## config.mk

```make
export PLATFORM = sky130hd
export DESIGN_NAME = zns_regs
export DESIGN_NICKNAME = d
export VERILOG_FILES = /design/src/zns_pkg.sv /design/src/zns_regs.sv
export SDC_FILE = /design/constraint.sdc
export NUM_CORES = 1
export LEC_CHECK = 0
export BUFFER_PORTS_ARGS = -buffer_cell sky130_fd_sc_hd__buf_2
export CELL_PAD_IN_SITES_DETAIL_PLACEMENT = 1
export CELL_PAD_IN_SITES_GLOBAL_PLACEMENT = 1
export CORE_MARGIN = 4
export CORE_UTILIZATION = 36
export DETAILED_ROUTE_END_ITERATION = 7
export GPL_TIMING_DRIVEN = 1
export PLACE_DENSITY_LB_ADDON = 0.1
export SYNTH_ARGS = -nofsm -noshare
export SYNTH_HDL_FRONTEND = slang
export SYNTH_SLANG_ARGS = --single-unit
```

## constraint.sdc

```tcl
create_clock -name clk -period 2.7 [get_ports clk]
set_input_delay 0.405 -clock clk [delete_from_list [all_inputs] [get_ports clk]]
set_output_delay 0.405 -clock clk [all_outputs]
set_load 0.005 [all_outputs]
```

## src/zns_pkg.sv

```systemverilog
package zns_pkg;

  // Fixed field widths
  localparam int POS_W   = 13;
  localparam int LABEL_W = 8;
  localparam int RAD_W   = 11;
  localparam int DIFF_W  = 14;  // coordinate difference, signed
  localparam int SQ_W    = 26;  // one squared difference
  localparam int D2_W    = 27;  // sum of two squares
  localparam int RSQ_W   = 23;  // squared radius, (2047+1)^2 fits

  localparam int PADDR_W = 5;
  localparam int PDATA_W = 32;

  // Item operations
  localparam logic [1:0] OP_CLEAR = 2'd0;
  localparam logic [1:0] OP_LOAD  = 2'd1;
  localparam logic [1:0] OP_TILE  = 2'd2;

  // Register indexes (byte address / 4)
  localparam logic [2:0] REG_INNER  = 3'd0;
  localparam logic [2:0] REG_OUTER  = 3'd1;
  localparam logic [2:0] REG_RING   = 3'd2;
  localparam logic [2:0] REG_ERROR  = 3'd3;
  localparam logic [2:0] REG_FORCED = 3'd4;

  localparam logic [RAD_W-1:0]   INNER_RST  = 11'd100;
  localparam logic [RAD_W-1:0]   OUTER_RST  = 11'd200;
  localparam logic [LABEL_W-1:0] RING_RST   = 8'd0;
  localparam logic [LABEL_W-1:0] ERROR_RST  = 8'd255;
  localparam logic [LABEL_W-1:0] FORCED_RST = 8'd70;

  typedef struct packed {
    logic [RAD_W-1:0]   inner_radius;
    logic [RAD_W-1:0]   outer_radius;
    logic [LABEL_W-1:0] ring_label;
    logic [LABEL_W-1:0] error_label;
    logic [LABEL_W-1:0] forced_label;
  } cfg_t;

  typedef struct packed {
    logic signed [POS_W-1:0] x;
    logic signed [POS_W-1:0] y;
    logic [LABEL_W-1:0]      label;
    logic [D2_W-1:0]         center_d2;
  } seed_t;

  typedef struct packed {
    logic capture;      // latch the accepted item
    logic diff_center;  // differences to the world center, radius squares
    logic diff_seed;    // differences to the seed just read
    logic square;       // square the differences
    logic mem_we;       // store the loaded seed
    logic zone_latch;   // classify the tile zone, preset the result
    logic scan_cmp;     // compare one seed against the best so far
    logic out_load;     // move the result to the output register
  } cmd_t;

endpackage

```

## src/zns_regs.sv

```systemverilog
module zns_regs
  import zns_pkg::*;
(
  input  logic               clk,
  input  logic               rst,
  input  logic               psel,
  input  logic               penable,
  input  logic               pwrite,
  input  logic [PADDR_W-1:0] paddr,
  input  logic [PDATA_W-1:0] pwdata,
  output logic [PDATA_W-1:0] prdata,
  output logic               pready,
  output cfg_t               cfg
);

  logic       wr;
  logic [2:0] idx;

  assign pready = 1'b1;
  assign idx    = paddr[PADDR_W-1:2];
  assign wr     = psel & penable & pwrite;

  always_ff @(posedge clk) begin
    if (rst) begin
      cfg.inner_radius <= INNER_RST;
      cfg.outer_radius <= OUTER_RST;
      cfg.ring_label   <= RING_RST;
      cfg.error_label  <= ERROR_RST;
      cfg.forced_label <= FORCED_RST;
    end else if (wr) begin
      case (idx)
        REG_INNER:  cfg.inner_radius <= pwdata[RAD_W-1:0];
        REG_OUTER:  cfg.outer_radius <= pwdata[RAD_W-1:0];
        REG_RING:   cfg.ring_label   <= pwdata[LABEL_W-1:0];
        REG_ERROR:  cfg.error_label  <= pwdata[LABEL_W-1:0];
        REG_FORCED: cfg.forced_label <= pwdata[LABEL_W-1:0];
        default: ;
      endcase
    end
  end

  always_comb begin
    case (idx)
      REG_INNER:  prdata = PDATA_W'(cfg.inner_radius);
      REG_OUTER:  prdata = PDATA_W'(cfg.outer_radius);
      REG_RING:   prdata = PDATA_W'(cfg.ring_label);
      REG_ERROR:  prdata = PDATA_W'(cfg.error_label);
      REG_FORCED: prdata = PDATA_W'(cfg.forced_label);
      default:    prdata = '0;
    endcase
  end

endmodule

```

# Word-level counts from Yosys, hierarchy flattened
# Cells that the tools add are included.
# Widths: inputs -> output; s select.
# totals
input_bits	42
reg_bits	46
word_cells	18
output_inout_bits	79
# op_classes
n_eq_ne	4
bitwise_logic	2
muxes	1
n_reduce_logical	6
# op_table
operator	n
$pmux 11 s5	1
$reduce_and 2->1	5
$eq 3x2->1 const B	2
$eq 3x1->1 const B	1
$eq 3x3->1 const B	1
$logic_not 3->1	1
$and 1x1->1	2

# Depth between registers and ports, before layout
# depth
word_depth	3
mapped_depth	6
ltp_nobuf	3

# Least setup slack after synthesis
# OpenSTA, ideal clock, no wires.
# synth_timing
kind	input to output
from	input paddr[3]
to	output prdata[1]
n_path_buf	3
setup_slack_ns	1.083
cell_stages	4
arrival_time_ns	1.212
path_cell_list	buf_2 > buf_2 > buf_1 > o22ai_1
# synth_between
elab_chain_len	2
# synth_rtl
item	line	rtl
start, declared	zns_regs.sv:9	input logic [PADDR_W-1:0] paddr,
$eq 3x3->1 (tied with other cells)	zns_regs.sv:43	case (idx)
$pmux 11 s5 (*)	zns_regs.sv:43	
end, declared	zns_regs.sv:11	output logic [PDATA_W-1:0] prdata,
# Every way passes the cells marked *; elsewhere a longest branch is shown, timed or not.

# Worst setup path in the final report
# layout_timing
from	input paddr[2]
to	output prdata[4]
# Same word-level chain as after synthesis.

==> metrics.csv <==
stage,metric,value,unit
outcome,status,"complete, no violations",
sta,fin_crit,2.37,ns
sta,finalSetupTns,0,ns
final_layout,final_cell_mix,"buf_2, mux2i_1, dfxtp_1",
synthesis,synth_top_area_share,37.4,%
worst_setup_path,critical_path.slowest_cell,nor2b_1,
final_layout,diodes,0,
final_layout,multiInputGateArea,1360,um2
placed_design,gp_congestion,0.716,
grt,grt_max_degree,47,
worst_setup_path,crit_top_cell,buf_2,
clock_network,root_buffer,clkbuf_8,
floorplanning,die_y,90.7,um
final_layout,max_flop_register,cfg,
placed_design,place_area,2790,um2
sta,maxSlewViolCount,0,
synthesis,seq_area_frac_synth,37.4,%
final_layout,fin_util,44.1,%
clock_network,cts.htree.levels,2,
routing,ant_nets,0,
routing,routedWlPerCell,17.0,um
final_layout,layout_commonest_cell,buf_2,
final_layout,n_fill_cell,778,
power,ir_worst_vdd,200,uV
hold_path,hold_path.class,input port to register,
floorplanning,initial_core_util,37.9,%
grt,grt_overflow,0,
worst_setup_path,critical_path_class,input port to output port,
synthesis,syn_area_per_cell,9.69,um2
final_layout,regArea,921,um2
grt,antenna_found_initial,0,
final_layout,largest_register_ffs,46,
synthesis,yosys.cell_types.count,30,
sta,skew,0,ns
worst_setup_path,cp-end-kind,output port,
floorplanning,io_pins,121,
final_layout,drive_above_1_share,32.2,%
floorplanning,num_rows,29,
floorplanning,die_w,90.7,um
power,total_power,1.24,mW
synthesis,synth_area_leaders,"dfxtp_1, mux2i_1, nand2b_1",
placed_design,io_buffers,75,
sta,tightestPinTransition,0.768,ns
final_layout,area_growth_syn_to_layout,16.4,%
floorplanning,die-area,8220,um2
routing,vias,1962,
power,leakage,1.36,nW
sta,hold_viol,0,
worst_setup_path,path_cells,"buf_2, nor2b_1, a22oi_1, o22ai_1, buf_2",
synthesis,syn_area,2460,um2
worst_setup_path,cpPeakStageDelay,0.68,ns
clock_network,clockBufferDepth,2,
grt,grt_pass1_wl,10.8,mm
clock_network,cts_inserted_buffers,5,
clock_network,clock_sinks,46,
synthesis,synthCells,254,
routing,drt_iter0_markers,58,
grt,gr-usage-all-layers,16.5,%
sta,rsz0062_at_grt,no,
placed_design,hpwl,4.76,mm
worst_setup_path,critPathMaxFanout,22,
flow_run,cap_violations,0,
clock_network,cts_resized,0,
power,power_density,433,nW/um2
clock_network,clk-insertion-delay-late,0.29,ns
clock_network,cts_hold_buf,0,
clock_network,cts_tree,yes,
clock_network,clk_pin_slew,0.08,ns
synthesis,ys_seq_elements,46,
routing,drt_wl_total,6.74,mm
synthesis,yosys_warnings,0,
sta,final-setup-viol-count,0,
clock_network,post_cts_buffers,0,
routing,drt_pre_antenna_iters,4,
floorplanning,design.core.area,6490,um2
final_layout,design_area,2860,um2
grt,grt_pass1_vias,1953,
routing,routed_via_density,4.94,
worst_setup_path,crit_path_start_kind,input port,
sta,slew_headroom,48.7,%
synthesis,synth_top_area_cell,dfxtp_1,
sta,fmax,423,MHz
worst_setup_path,worst-r2r-setup-slack,2.05,ns
final_layout,top_regs,cfg x46,
sta,min_period_over_period,87.6,%
final_layout,nNetsFinal,362,
worst_setup_path,crit_required,2.30,ns
routing,drc,0,
worst_setup_path,worstPathArrival,1.96,ns
[synthesized netlist by cell type]
cell type and instances:
mux2i_1 50, dfxtp_1 46, nand2b_1 40, nor2_1 25, buf_4 22, a22oi_1 14
clkbuf_1 10, mux2_2 7, o22ai_1 7, buf_2 5, buf_6 3, nand3b_1 3
nor3_1 3, conb_1 2, nor2b_1 2, a21o_1 1, and3_1 1, and3_4 1
and4b_1 1, buf_1 1, nand2_2 1, nand3_2 1, nand3b_2 1, nand4b_1 1
nand4b_4 1, nor2_4 1, nor3_2 1, nor3b_1 1, nor3b_2 1, o311ai_0 1
[final cells by class]
type | instances | share of cell area, %
Clock buffer | 5 | 2.40
Sequential cell | 46 | 32.2
Multi-Input combinational cell | 187 | 47.3
Clock inverter | 2 | 0.349
Timing Repair Buffer | 80 | 14.4
Tap cell | 77 | 3.36
[routing by layer]
layer / vias to the layer above / track usage (%) / wire (um)
met5: - / 0 / 0
met1: 938 / 21.3 / 3180
met3: 2 / 4.50 / 407
li1: 962 / - / -
met4: 0 / 3.44 / 29
met2: 60 / 27.5 / 3130
[stage by stage]
step                      std cells  hold slack (ns)  worst slack, ns
after floorplan                 274            0.475             1.08
after global placement          390            0.477            0.389
after detailed placement        390            0.482            0.361
after CTS                       397            0.369            0.356
after global routing            397            0.381            0.226
final                           397            0.376            0.335
[kinds of logic after synthesis]
logic type | Yosys count | share of synthesized area (%)
buf+inv | 41 | 10.8
simple gates | 85 | 21.3
other cells | 2 | 0.305
flops | 46 | 37.4
compound gates | 23 | 6.71
mux | 57 | 23.5
[report_power, final]
group / internal [mW] / switching (mW) / leakage, nW
sequential: 0.683 / 0.00396 / 0.372
combinational: 0.0621 / 0.0866 / 0.949
clock: 0.174 / 0.230 / 0.0438
[worst paths after layout]
check / depth (start not counted) / endpoint / from
hold / removal: 3 / cfg[22] / pwdata[6]
setup reg to reg: 2 / cfg[1] / cfg[1]
setup / recovery: 5 / prdata[4] / paddr[2]
hold reg to reg: 2 / cfg[19] / cfg[19]
[critical path: cells and delay by family]
| family | cells | cell delay [ns] |
|---|---|---|
| compound gates | 2 | 0.42 |
| buf+inv | 2 | 0.44 |
| simple gates | 1 | 0.68 |
No activity file was read; power rests on OpenSTA's default activity.
