<file path="src/zns_pkg.sv">
package zns_pkg;

  // Fixed field widths
  localparam int POS_W   = 13;
  localparam int LABEL_W = 8;
  localparam int RAD_W   = 11;
  localparam int DIFF_W  = 14;  // coordinate difference, signed
  localparam int SQ_W    = 26;  // one squared difference
  localparam int D2_W    = 27;  // sum of two squares
  localparam int RSQ_W   = 23;  // squared radius, (2047+1)^2 fits

  localparam int PADDR_W = 5;
  localparam int PDATA_W = 32;

  // Item operations
  localparam logic [1:0] OP_CLEAR = 2'd0;
  localparam logic [1:0] OP_LOAD  = 2'd1;
  localparam logic [1:0] OP_TILE  = 2'd2;

  // Register indexes (byte address / 4)
  localparam logic [2:0] REG_INNER  = 3'd0;
  localparam logic [2:0] REG_OUTER  = 3'd1;
  localparam logic [2:0] REG_RING   = 3'd2;
  localparam logic [2:0] REG_ERROR  = 3'd3;
  localparam logic [2:0] REG_FORCED = 3'd4;

  localparam logic [RAD_W-1:0]   INNER_RST  = 11'd100;
  localparam logic [RAD_W-1:0]   OUTER_RST  = 11'd200;
  localparam logic [LABEL_W-1:0] RING_RST   = 8'd0;
  localparam logic [LABEL_W-1:0] ERROR_RST  = 8'd255;
  localparam logic [LABEL_W-1:0] FORCED_RST = 8'd70;

  typedef struct packed {
    logic [RAD_W-1:0]   inner_radius;
    logic [RAD_W-1:0]   outer_radius;
    logic [LABEL_W-1:0] ring_label;
    logic [LABEL_W-1:0] error_label;
    logic [LABEL_W-1:0] forced_label;
  } cfg_t;

  typedef struct packed {
    logic signed [POS_W-1:0] x;
    logic signed [POS_W-1:0] y;
    logic [LABEL_W-1:0]      label;
    logic [D2_W-1:0]         center_d2;
  } seed_t;

  typedef struct packed {
    logic capture;      // latch the accepted item
    logic diff_center;  // differences to the world center, radius squares
    logic diff_seed;    // differences to the seed just read
    logic square;       // square the differences
    logic mem_we;       // store the loaded seed
    logic zone_latch;   // classify the tile zone, preset the result
    logic scan_cmp;     // compare one seed against the best so far
    logic out_load;     // move the result to the output register
  } cmd_t;

endpackage

</file>
<file path="src/zns_ctrl.sv">
module zns_ctrl
  import zns_pkg::*;
#(
  parameter int MAX_SEEDS = 64,
  parameter int AW        = 6,
  parameter int CW        = 7
) (
  input  logic          clk,
  input  logic          rst,
  input  logic          in_valid,
  output logic          in_stall,
  input  logic [1:0]    operation,
  output logic          out_valid,
  input  logic          out_stall,
  input  logic          ring,
  output cmd_t          cmd,
  output logic [AW-1:0] addr
);

  typedef enum logic [3:0] {
    S_IDLE,
    S_LOAD_DIFF,
    S_LOAD_SQ,
    S_LOAD_WR,
    S_TILE_DIFF,
    S_TILE_SQ,
    S_TILE_ZONE,
    S_SEED_RD,
    S_SEED_DIFF,
    S_SEED_SQ,
    S_SEED_CMP,
    S_FINISH
  } state_t;

  localparam logic [CW-1:0] MAX_CNT = CW'(MAX_SEEDS);

  state_t        state;
  logic [CW-1:0] count;
  logic [AW-1:0] idx;
  logic          accept;
  logic          out_free;

  assign in_stall = (state != S_IDLE);
  assign accept   = in_valid && !in_stall;
  assign out_free = !out_valid || !out_stall;
  assign addr     = (state == S_LOAD_WR) ? count[AW-1:0] : idx;

  always_comb begin
    cmd             = '0;
    cmd.capture     = accept;
    cmd.diff_center = (state == S_LOAD_DIFF) || (state == S_TILE_DIFF);
    cmd.diff_seed   = (state == S_SEED_DIFF);
    cmd.square      = (state == S_LOAD_SQ) || (state == S_TILE_SQ) ||
                      (state == S_SEED_SQ);
    cmd.mem_we      = (state == S_LOAD_WR);
    cmd.zone_latch  = (state == S_TILE_ZONE);
    cmd.scan_cmp    = (state == S_SEED_CMP);
    cmd.out_load    = (state == S_FINISH) && out_free;
  end

  always_ff @(posedge clk) begin
    if (rst) begin
      state     <= S_IDLE;
      count     <= '0;
      idx       <= '0;
      out_valid <= 1'b0;
    end else begin
      if (cmd.out_load) begin
        out_valid <= 1'b1;
      end else if (out_valid && !out_stall) begin
        out_valid <= 1'b0;
      end
      case (state)
        S_IDLE: begin
          if (accept) begin
            case (operation)
              OP_CLEAR: count <= '0;
              OP_LOAD: begin
                // drop loads once the table is full
                if (count < MAX_CNT) begin
                  state <= S_LOAD_DIFF;
                end
              end
              OP_TILE: state <= S_TILE_DIFF;
              default: ;
            endcase
          end
        end
        S_LOAD_DIFF: state <= S_LOAD_SQ;
        S_LOAD_SQ:   state <= S_LOAD_WR;
        S_LOAD_WR: begin
          count <= count + CW'(1);
          state <= S_IDLE;
        end
        S_TILE_DIFF: state <= S_TILE_SQ;
        S_TILE_SQ:   state <= S_TILE_ZONE;
        S_TILE_ZONE: begin
          idx <= '0;
          if (ring || (count == '0)) begin
            state <= S_FINISH;
          end else begin
            state <= S_SEED_RD;
          end
        end
        S_SEED_RD:   state <= S_SEED_DIFF;
        S_SEED_DIFF: state <= S_SEED_SQ;
        S_SEED_SQ:   state <= S_SEED_CMP;
        S_SEED_CMP: begin
          if ((CW'(idx) + CW'(1)) == count) begin
            state <= S_FINISH;
          end else begin
            idx   <= idx + AW'(1);
            state <= S_SEED_RD;
          end
        end
        S_FINISH: begin
          if (out_free) begin
            state <= S_IDLE;
          end
        end
        default: state <= S_IDLE;
      endcase
    end
  end

  a_count_bound: assert property (@(posedge clk) disable iff (rst)
    count <= MAX_CNT)
    else $error("seed count beyond capacity");

  a_scan_in_range: assert property (@(posedge clk) disable iff (rst)
    (state == S_SEED_RD || state == S_SEED_DIFF || state == S_SEED_SQ ||
     state == S_SEED_CMP) |-> (CW'(idx) < count))
    else $error("scan index past loaded seeds");

  a_write_room: assert property (@(posedge clk) disable iff (rst)
    cmd.mem_we |-> (count < MAX_CNT))
    else $error("seed write with full table");

  a_count_step: assert property (@(posedge clk) disable iff (rst)
    (state == S_LOAD_WR) |=> (count == $past(count) + CW'(1)))
    else $error("seed count did not advance after write");

  a_result_once: assert property (@(posedge clk) disable iff (rst)
    cmd.out_load |=> (out_valid && state == S_IDLE))
    else $error("result load did not raise out_valid");

endmodule

</file>
<file path="config.mk">
export PLATFORM = sky130hd
export DESIGN_NAME = zns_ctrl
export DESIGN_NICKNAME = d
export VERILOG_FILES = /design/src/zns_pkg.sv /design/src/zns_ctrl.sv
export SDC_FILE = /design/constraint.sdc
export NUM_CORES = 1
export LEC_CHECK = 0
export ABC_AREA = 1
export BUFFER_PORTS_ARGS = -buffer_cell sky130_fd_sc_hd__buf_2
export CAP_MARGIN = 20
export CORE_ASPECT_RATIO = 1.2
export CORE_UTILIZATION = 56
export CTS_CLUSTER_DIAMETER = 200
export DETAILED_ROUTE_END_ITERATION = 10
export GPL_TIMING_DRIVEN = 0
export PLACE_DENSITY = 0.79
export SLEW_MARGIN = 0
export SYNTH_ARGS = -nofsm -noshare
export SYNTH_HDL_FRONTEND = slang
export SYNTH_SLANG_ARGS = --single-unit
</file>
<file path="constraint.sdc">
create_clock -name clk -period 2.22 [get_ports clk]
set_clock_uncertainty 0.2 [all_clocks]
set_input_delay 0.222 -clock clk [delete_from_list [all_inputs] [get_ports clk]]
set_output_delay 0.222 -clock clk [all_outputs]
set_load 0.01 [all_outputs]
</file>
; ---- Word-level counts from Yosys, hierarchy flattened
; Index checks and enable logic that the tools add are counted.
[op_classes]
n_addsub = 3
n_mul = 0
div = 0
n_lt_le_gt_ge = 1
n_eq_ne = 20
n_shift = 0
muxes = 15
bitwise = 0
n_reduce_logical = 21
[ops]
columns = op, n
row1 = $pmux 4 s11, 1
row2 = $mux 4, 5
row3 = $eq 4x3->1 const B, 4
row4 = $eq 4x4->1 const B, 4
row5 = $mux 7, 2
row6 = $pmux 7 s2, 1
row7 = $mux 6, 2
row8 = $pmux 6 s2, 1
row9 = $eq 4x2->1 const B, 2
row10 = $pmux 4 s2, 1
row11 = $add 6x1->7 const B, 1
row12 = $add 7x1->7 const B, 1
row13 = $eq 7x7->1, 1
row14 = $logic_not 7->1, 1
row15 = $lt 7x7->1 const B, 1
row16 = $add 6x1->6 const B, 1
row17 = $ne 2x2->1 const B, 3
row18 = $reduce_bool 2->1, 3
row19 = $logic_or 1x1->1, 5
row20 = $eq 4x1->1 const B, 1
row21 = $logic_not 4->1, 1
row22 = $reduce_and 4->1, 1
row23 = $reduce_bool 4->1, 1
row24 = $logic_and 1x1->1, 3
row25 = 10 further kinds, 13
[totals]
ff_bits = 18
latch_bits = 0
ramBits = 0
rom_bits = 0
in_bits = 7
out_inout_bits = 16
word_cells = 64
memories = 0

; ---- Logic depth before layout (Yosys ltp)
[logic_depth]
ltp_word = 5
depth_mapped = 14
depth_no_buf = 13

; ---- Worst setup path after synthesis
; Ideal clock, no wire load.
[synth_timing]
path_type = register -> register
start = register idx[0]
end = register idx[3]
setup_ns = 0.115
arrival_ns = 1.479
required_time_ns = 1.905
path_slack_ns = 0.426
stages_incl_launch_ff = 14
path_buffers = 1
period_less_slack_ns = 1.794
path_cell_list = dfxtp_1 ha_1 nand2_2 nor2_1 nand2_1 nand2_1 nand2_1 nor2_2 nand3_2 nand2_2 buf_6 nand3_1 nand2_1 nor2_1
[synth_between]
elab_chain_len = 4
elab_cells_between_ends = 7
cone_classes = 2 x add/sub / 2 x eq/ne / 2 x mux / 1 x reduce/logical
[synth_rtl]
columns = item, line_no
row1 = "start, declared", zns_ctrl.sv:39  ; logic [AW-1:0] idx;
row2 = "start signal, assigned", zns_ctrl.sv:112  ; idx <= idx + AW'(1);
row3 = $add 6x1->7, zns_ctrl.sv:109  ; if ((CW'(idx) + CW'(1)) == count) begin
row4 = $eq 7x7->1, zns_ctrl.sv:109
row5 = $ne 2x2->1 (no line), --
row6 = $reduce_and 2->1 (no line), --
; Several ways; a longest one is shown, not always the timed one. The select of a mux whose other input is x is not followed.
; A chain may end at the register's enable or synchronous reset.

; ---- Final worst setup path
[layout_timing]
start = register state[0]
end = output port addr[1]
[layout_between]
elab_chain_len = 2
[layout_rtl]
columns = item, line_no
row1 = "start, declared", zns_ctrl.sv:37  ; state_t state;
row2 = "start signal, assigned", zns_ctrl.sv:63  ; state <= S_IDLE;
row3 = "start signal, assigned", zns_ctrl.sv:81  ; state <= S_LOAD_DIFF;
row4 = "start signal, assigned", zns_ctrl.sv:84  ; OP_TILE: state <= S_TILE_DIFF;
row5 = $eq 4x2->1, zns_ctrl.sv:46  ; assign addr = (state == S_LOAD_WR) ? count[AW-1:0] : idx;
row6 = $mux 6, zns_ctrl.sv:46
row7 = "end, declared", zns_ctrl.sv:17  ; output logic [AW-1:0] addr
; Every way passes these cells.

==> impl_metrics.csv <==
group,metric,value,unit
yosys,yosysWarnings,0,
critical_path,required,1.80,ns
sta,hold_viol,0,
yosys,syn_area_per_cell,5.69,sq um
critical_path,slowest_stage,"dfxtp_1",
detailed_routing,wl_met1,1480,um
sta,rsz0062_at_grt,"no",
clock_network,worstSkewPairLatency,0.31,ns
critical_path,crit_chain,"clkbuf_2, nand2_1, nor2_2, clkbuf_4, nand2_1, o21ai_0, buf_2",
critical_path,reg2reg_depth,13,
detailed_routing,dr_total_vias,1559,
yosys,synth_commonest_cells,"70 x nand2_1, 35 x inv_1, 32 x nor2_1",
placement,portBuffers,22,
sta,timing.final.crit_share,91.8,%
placement,dp_hpwl,2570,um
critical_path,crit_cells,7,
global_routing,grt_overflow,0,
critical_path,r2r-start,"idx[1]",
critical_path,r2r-end,"state[2]",
critical_path,cpPeakStageDelay,0.32,ns
clock_network,clock-sinks,18,
critical_path,critical_path.startpoint,"state[0]",
detailed_routing,antenna_left,0,
sta,fmax,491,MHz
power_and_ir_drop,powerDensity,652,nW/um^2
finish,post-route-util,67.9,%
detailed_routing,wl_per_cell,10.9,um
clock_network,cts-root-buf,"clkbuf_4",
yosys,synth_cells,245,
hold_path,hold_path.class,"in2reg",
clock_network,post_cts_buffers,0,
power_and_ir_drop,p_total,1.03,mW
placement,gp_congestion,0.878,
critical_path,critPathMaxFanout,10,
yosys,post-synth-top-count-cell,"nand2_1",
clock_network,path_clk_slew,0.11,ns
finish,num_antenna_cells,0,
yosys,syn-num-nets,255,
floorplan,start_util,59.8,%
critical_path,regToRegSetupSlack,0.20,ns
detailed_routing,route.met3.wl,154,um
critical_path,start_kind,"flop",
yosys,synthArstFlopShare,0,%
critical_path,crit_top_cell,"nand2_1",
yosys,yosys_most_used_dff,"dfxtp_1",
floorplan,pin_count,23,
detailed_routing,dr.pass1.iters,4,
detailed_routing,routed_wl,3300,um
sta,slew_viol_final,0,
floorplan,die_w,47.5,um
sta,fin_crit,2.04,ns
finish,drive_gt1_share,16.6,%
detailed_routing,vias_per_cell,5.16,
floorplan,coreArea,2330,sq um
clock_network,htreeDepth,1,
critical_path,crit_family,"buffers and inverters",
finish,fin_nets,283,
sta,hold_ws,0.0279,ns
critical_path,path_buf_inv,3,
finish,areaGrowthSynthToFinish,13.6,%
sta,tns,0,ns
clock_network,cts_inserted_buffers,3,
yosys,ys_ff_latch,18,
floorplan,core.rowCount,19,
yosys,ys_types,25,
global_routing,antenna_found_initial,0,
run,cap_violations,0,
placement,pre_cts_slack,0.166,ns
detailed_routing,routed.top_layer,"met4",
floorplan,die_area,2690,sq um
power_and_ir_drop,ir_worst_vdd,0.000541,V
yosys,netlist_area,1390,sq um
global_routing,grt_pass1_vias,1355,
run_status,status,"finished clean",
clock_network,cts_tree,"yes",
clock_network,clockBufferDepth,2,
sta,slew_headroom,66.1,%
detailed_routing,drc,0,
yosys,synth_edf_count,0,
sta,tightest_slew,0.505,ns
detailed_routing,initialDrtViolationCount,57,
sta,setup_viol,0,
yosys,synth_area_leaders,"dfxtp_1 26%, nand2_1 19%, inv_1 9.4%",
critical_path,crit_arrival,1.61,ns
global_routing,grt_pass1_wl,5510,um
global_routing,grt_max_degree,11,
power_and_ir_drop,p_leak,0.827,nW
critical_path,crit_type,"reg2out",
floorplan,die_y,56.7,um
detailed_routing,dr_wl_met2,1590,um
yosys,synth_top_area_share,25.9,%
global_routing,grt_usage,28.0,%
sta,setup_ws,0.183,ns
yosys,yosysSeqAreaShare,25.9,%
critical_path,crit_path_end_kind,"primary output",
yosys,synth_top_area_cell,"dfxtp_1",
critical_path,setup.worst_path.end,"addr[1]",
cell usage in the layout, fill, tap and decap left out, types with 2 or more instances in the layout:
cell,n
buf_2,23
nand4_1,4
buf_6,2
nand2_2,4
clkbuf_4,4
nand2_1,70
dfxtp_1,17
clkbuf_1,2
inv_1,35
nand3_1,24
nor2_2,3
nor3_1,3
o21ai_0,13
ha_1,3
nand3_2,2
nor2_1,31
a21oi_1,19
clkbuf_2,2
how the worst min path moves through the flow:
stage	end	cells past startpoint	slack, ns	startpoint
after floorplan	count[0]	3	0.18	rst
after global placement	out_valid	2	0.29	out_valid
after detailed placement	out_valid	2	0.29	out_valid
after CTS	count[0]	4	0.03	rst
after global routing	count[0]	4	0.04	rst
final	count[0]	4	0.03	rst
flip-flops by register name, indices dropped and copies added (netlist names):
name and cells:
count 7, idx 6, state 4, out_valid 1
stage by stage:
step | cells | area, sq um
finish | 302 | 1580
global route | 302 | 1580
CTS | 302 | 1580
detailed placement | 298 | 1540
global placement | 298 | 1540
floorplan | 245 | 1390
worst reg2reg max path: cells and delay by family (launching register included):
kind / cells / cell delay, ns
AND/OR/NAND/NOR: 10 / 0.85
flip-flops: 1 / 0.42
buffers and inverters: 2 / 0.22
adder cells (fa/ha/maj): 1 / 0.23
area by class of cell:
class | instances | area (sq um)
Multi-Input combinational cell | 182 | 845
Fill cell | 247 | 747
Sequential cell | 18 | 362
Inverter | 36 | 135
Timing Repair Buffer | 23 | 120
Buffer | 9 | 60.1
Tap cell | 31 | 38.8
Clock buffer | 3 | 22.5
where the power goes:
part | switching [mW] | internal, mW
Clock | 0.110 | 0.0635
Combinational | 0.296 | 0.176
Sequential | 0.0304 | 0.356
Total | 0.437 | 0.596
logic make-up (layout without fill, tap and decap cells):
kind of cell | Yosys count | in the layout | share of synthesized area [%]
AO/OA/AOI/OAI | 35 | 35 | 13.0
XOR/XNOR | 1 | 1 | 0.628
adder cells (fa/ha/maj) | 3 | 3 | 2.69
buffers and inverters | 45 | 71 | 13.7
flip-flops | 18 | 18 | 25.9
AND/OR/NAND/NOR | 143 | 143 | 44.1
routing by layer:
layer	track usage, %	up-vias
met5	0	-
met4	13.9	0
met3	4.82	7
met2	44.8	48
met1	34.7	681
li1	-	823
timing repair:
| item | CTS | global route |
|---|---|---|
| hold endpoints to repair | 1 | 0 |
| gates resized for setup | 0 | 5 |
| hold buffers | 1 | 0 |
| endpoints found under the setup margin | 0 | 7 |
Power figures use the tool's default switching activity.
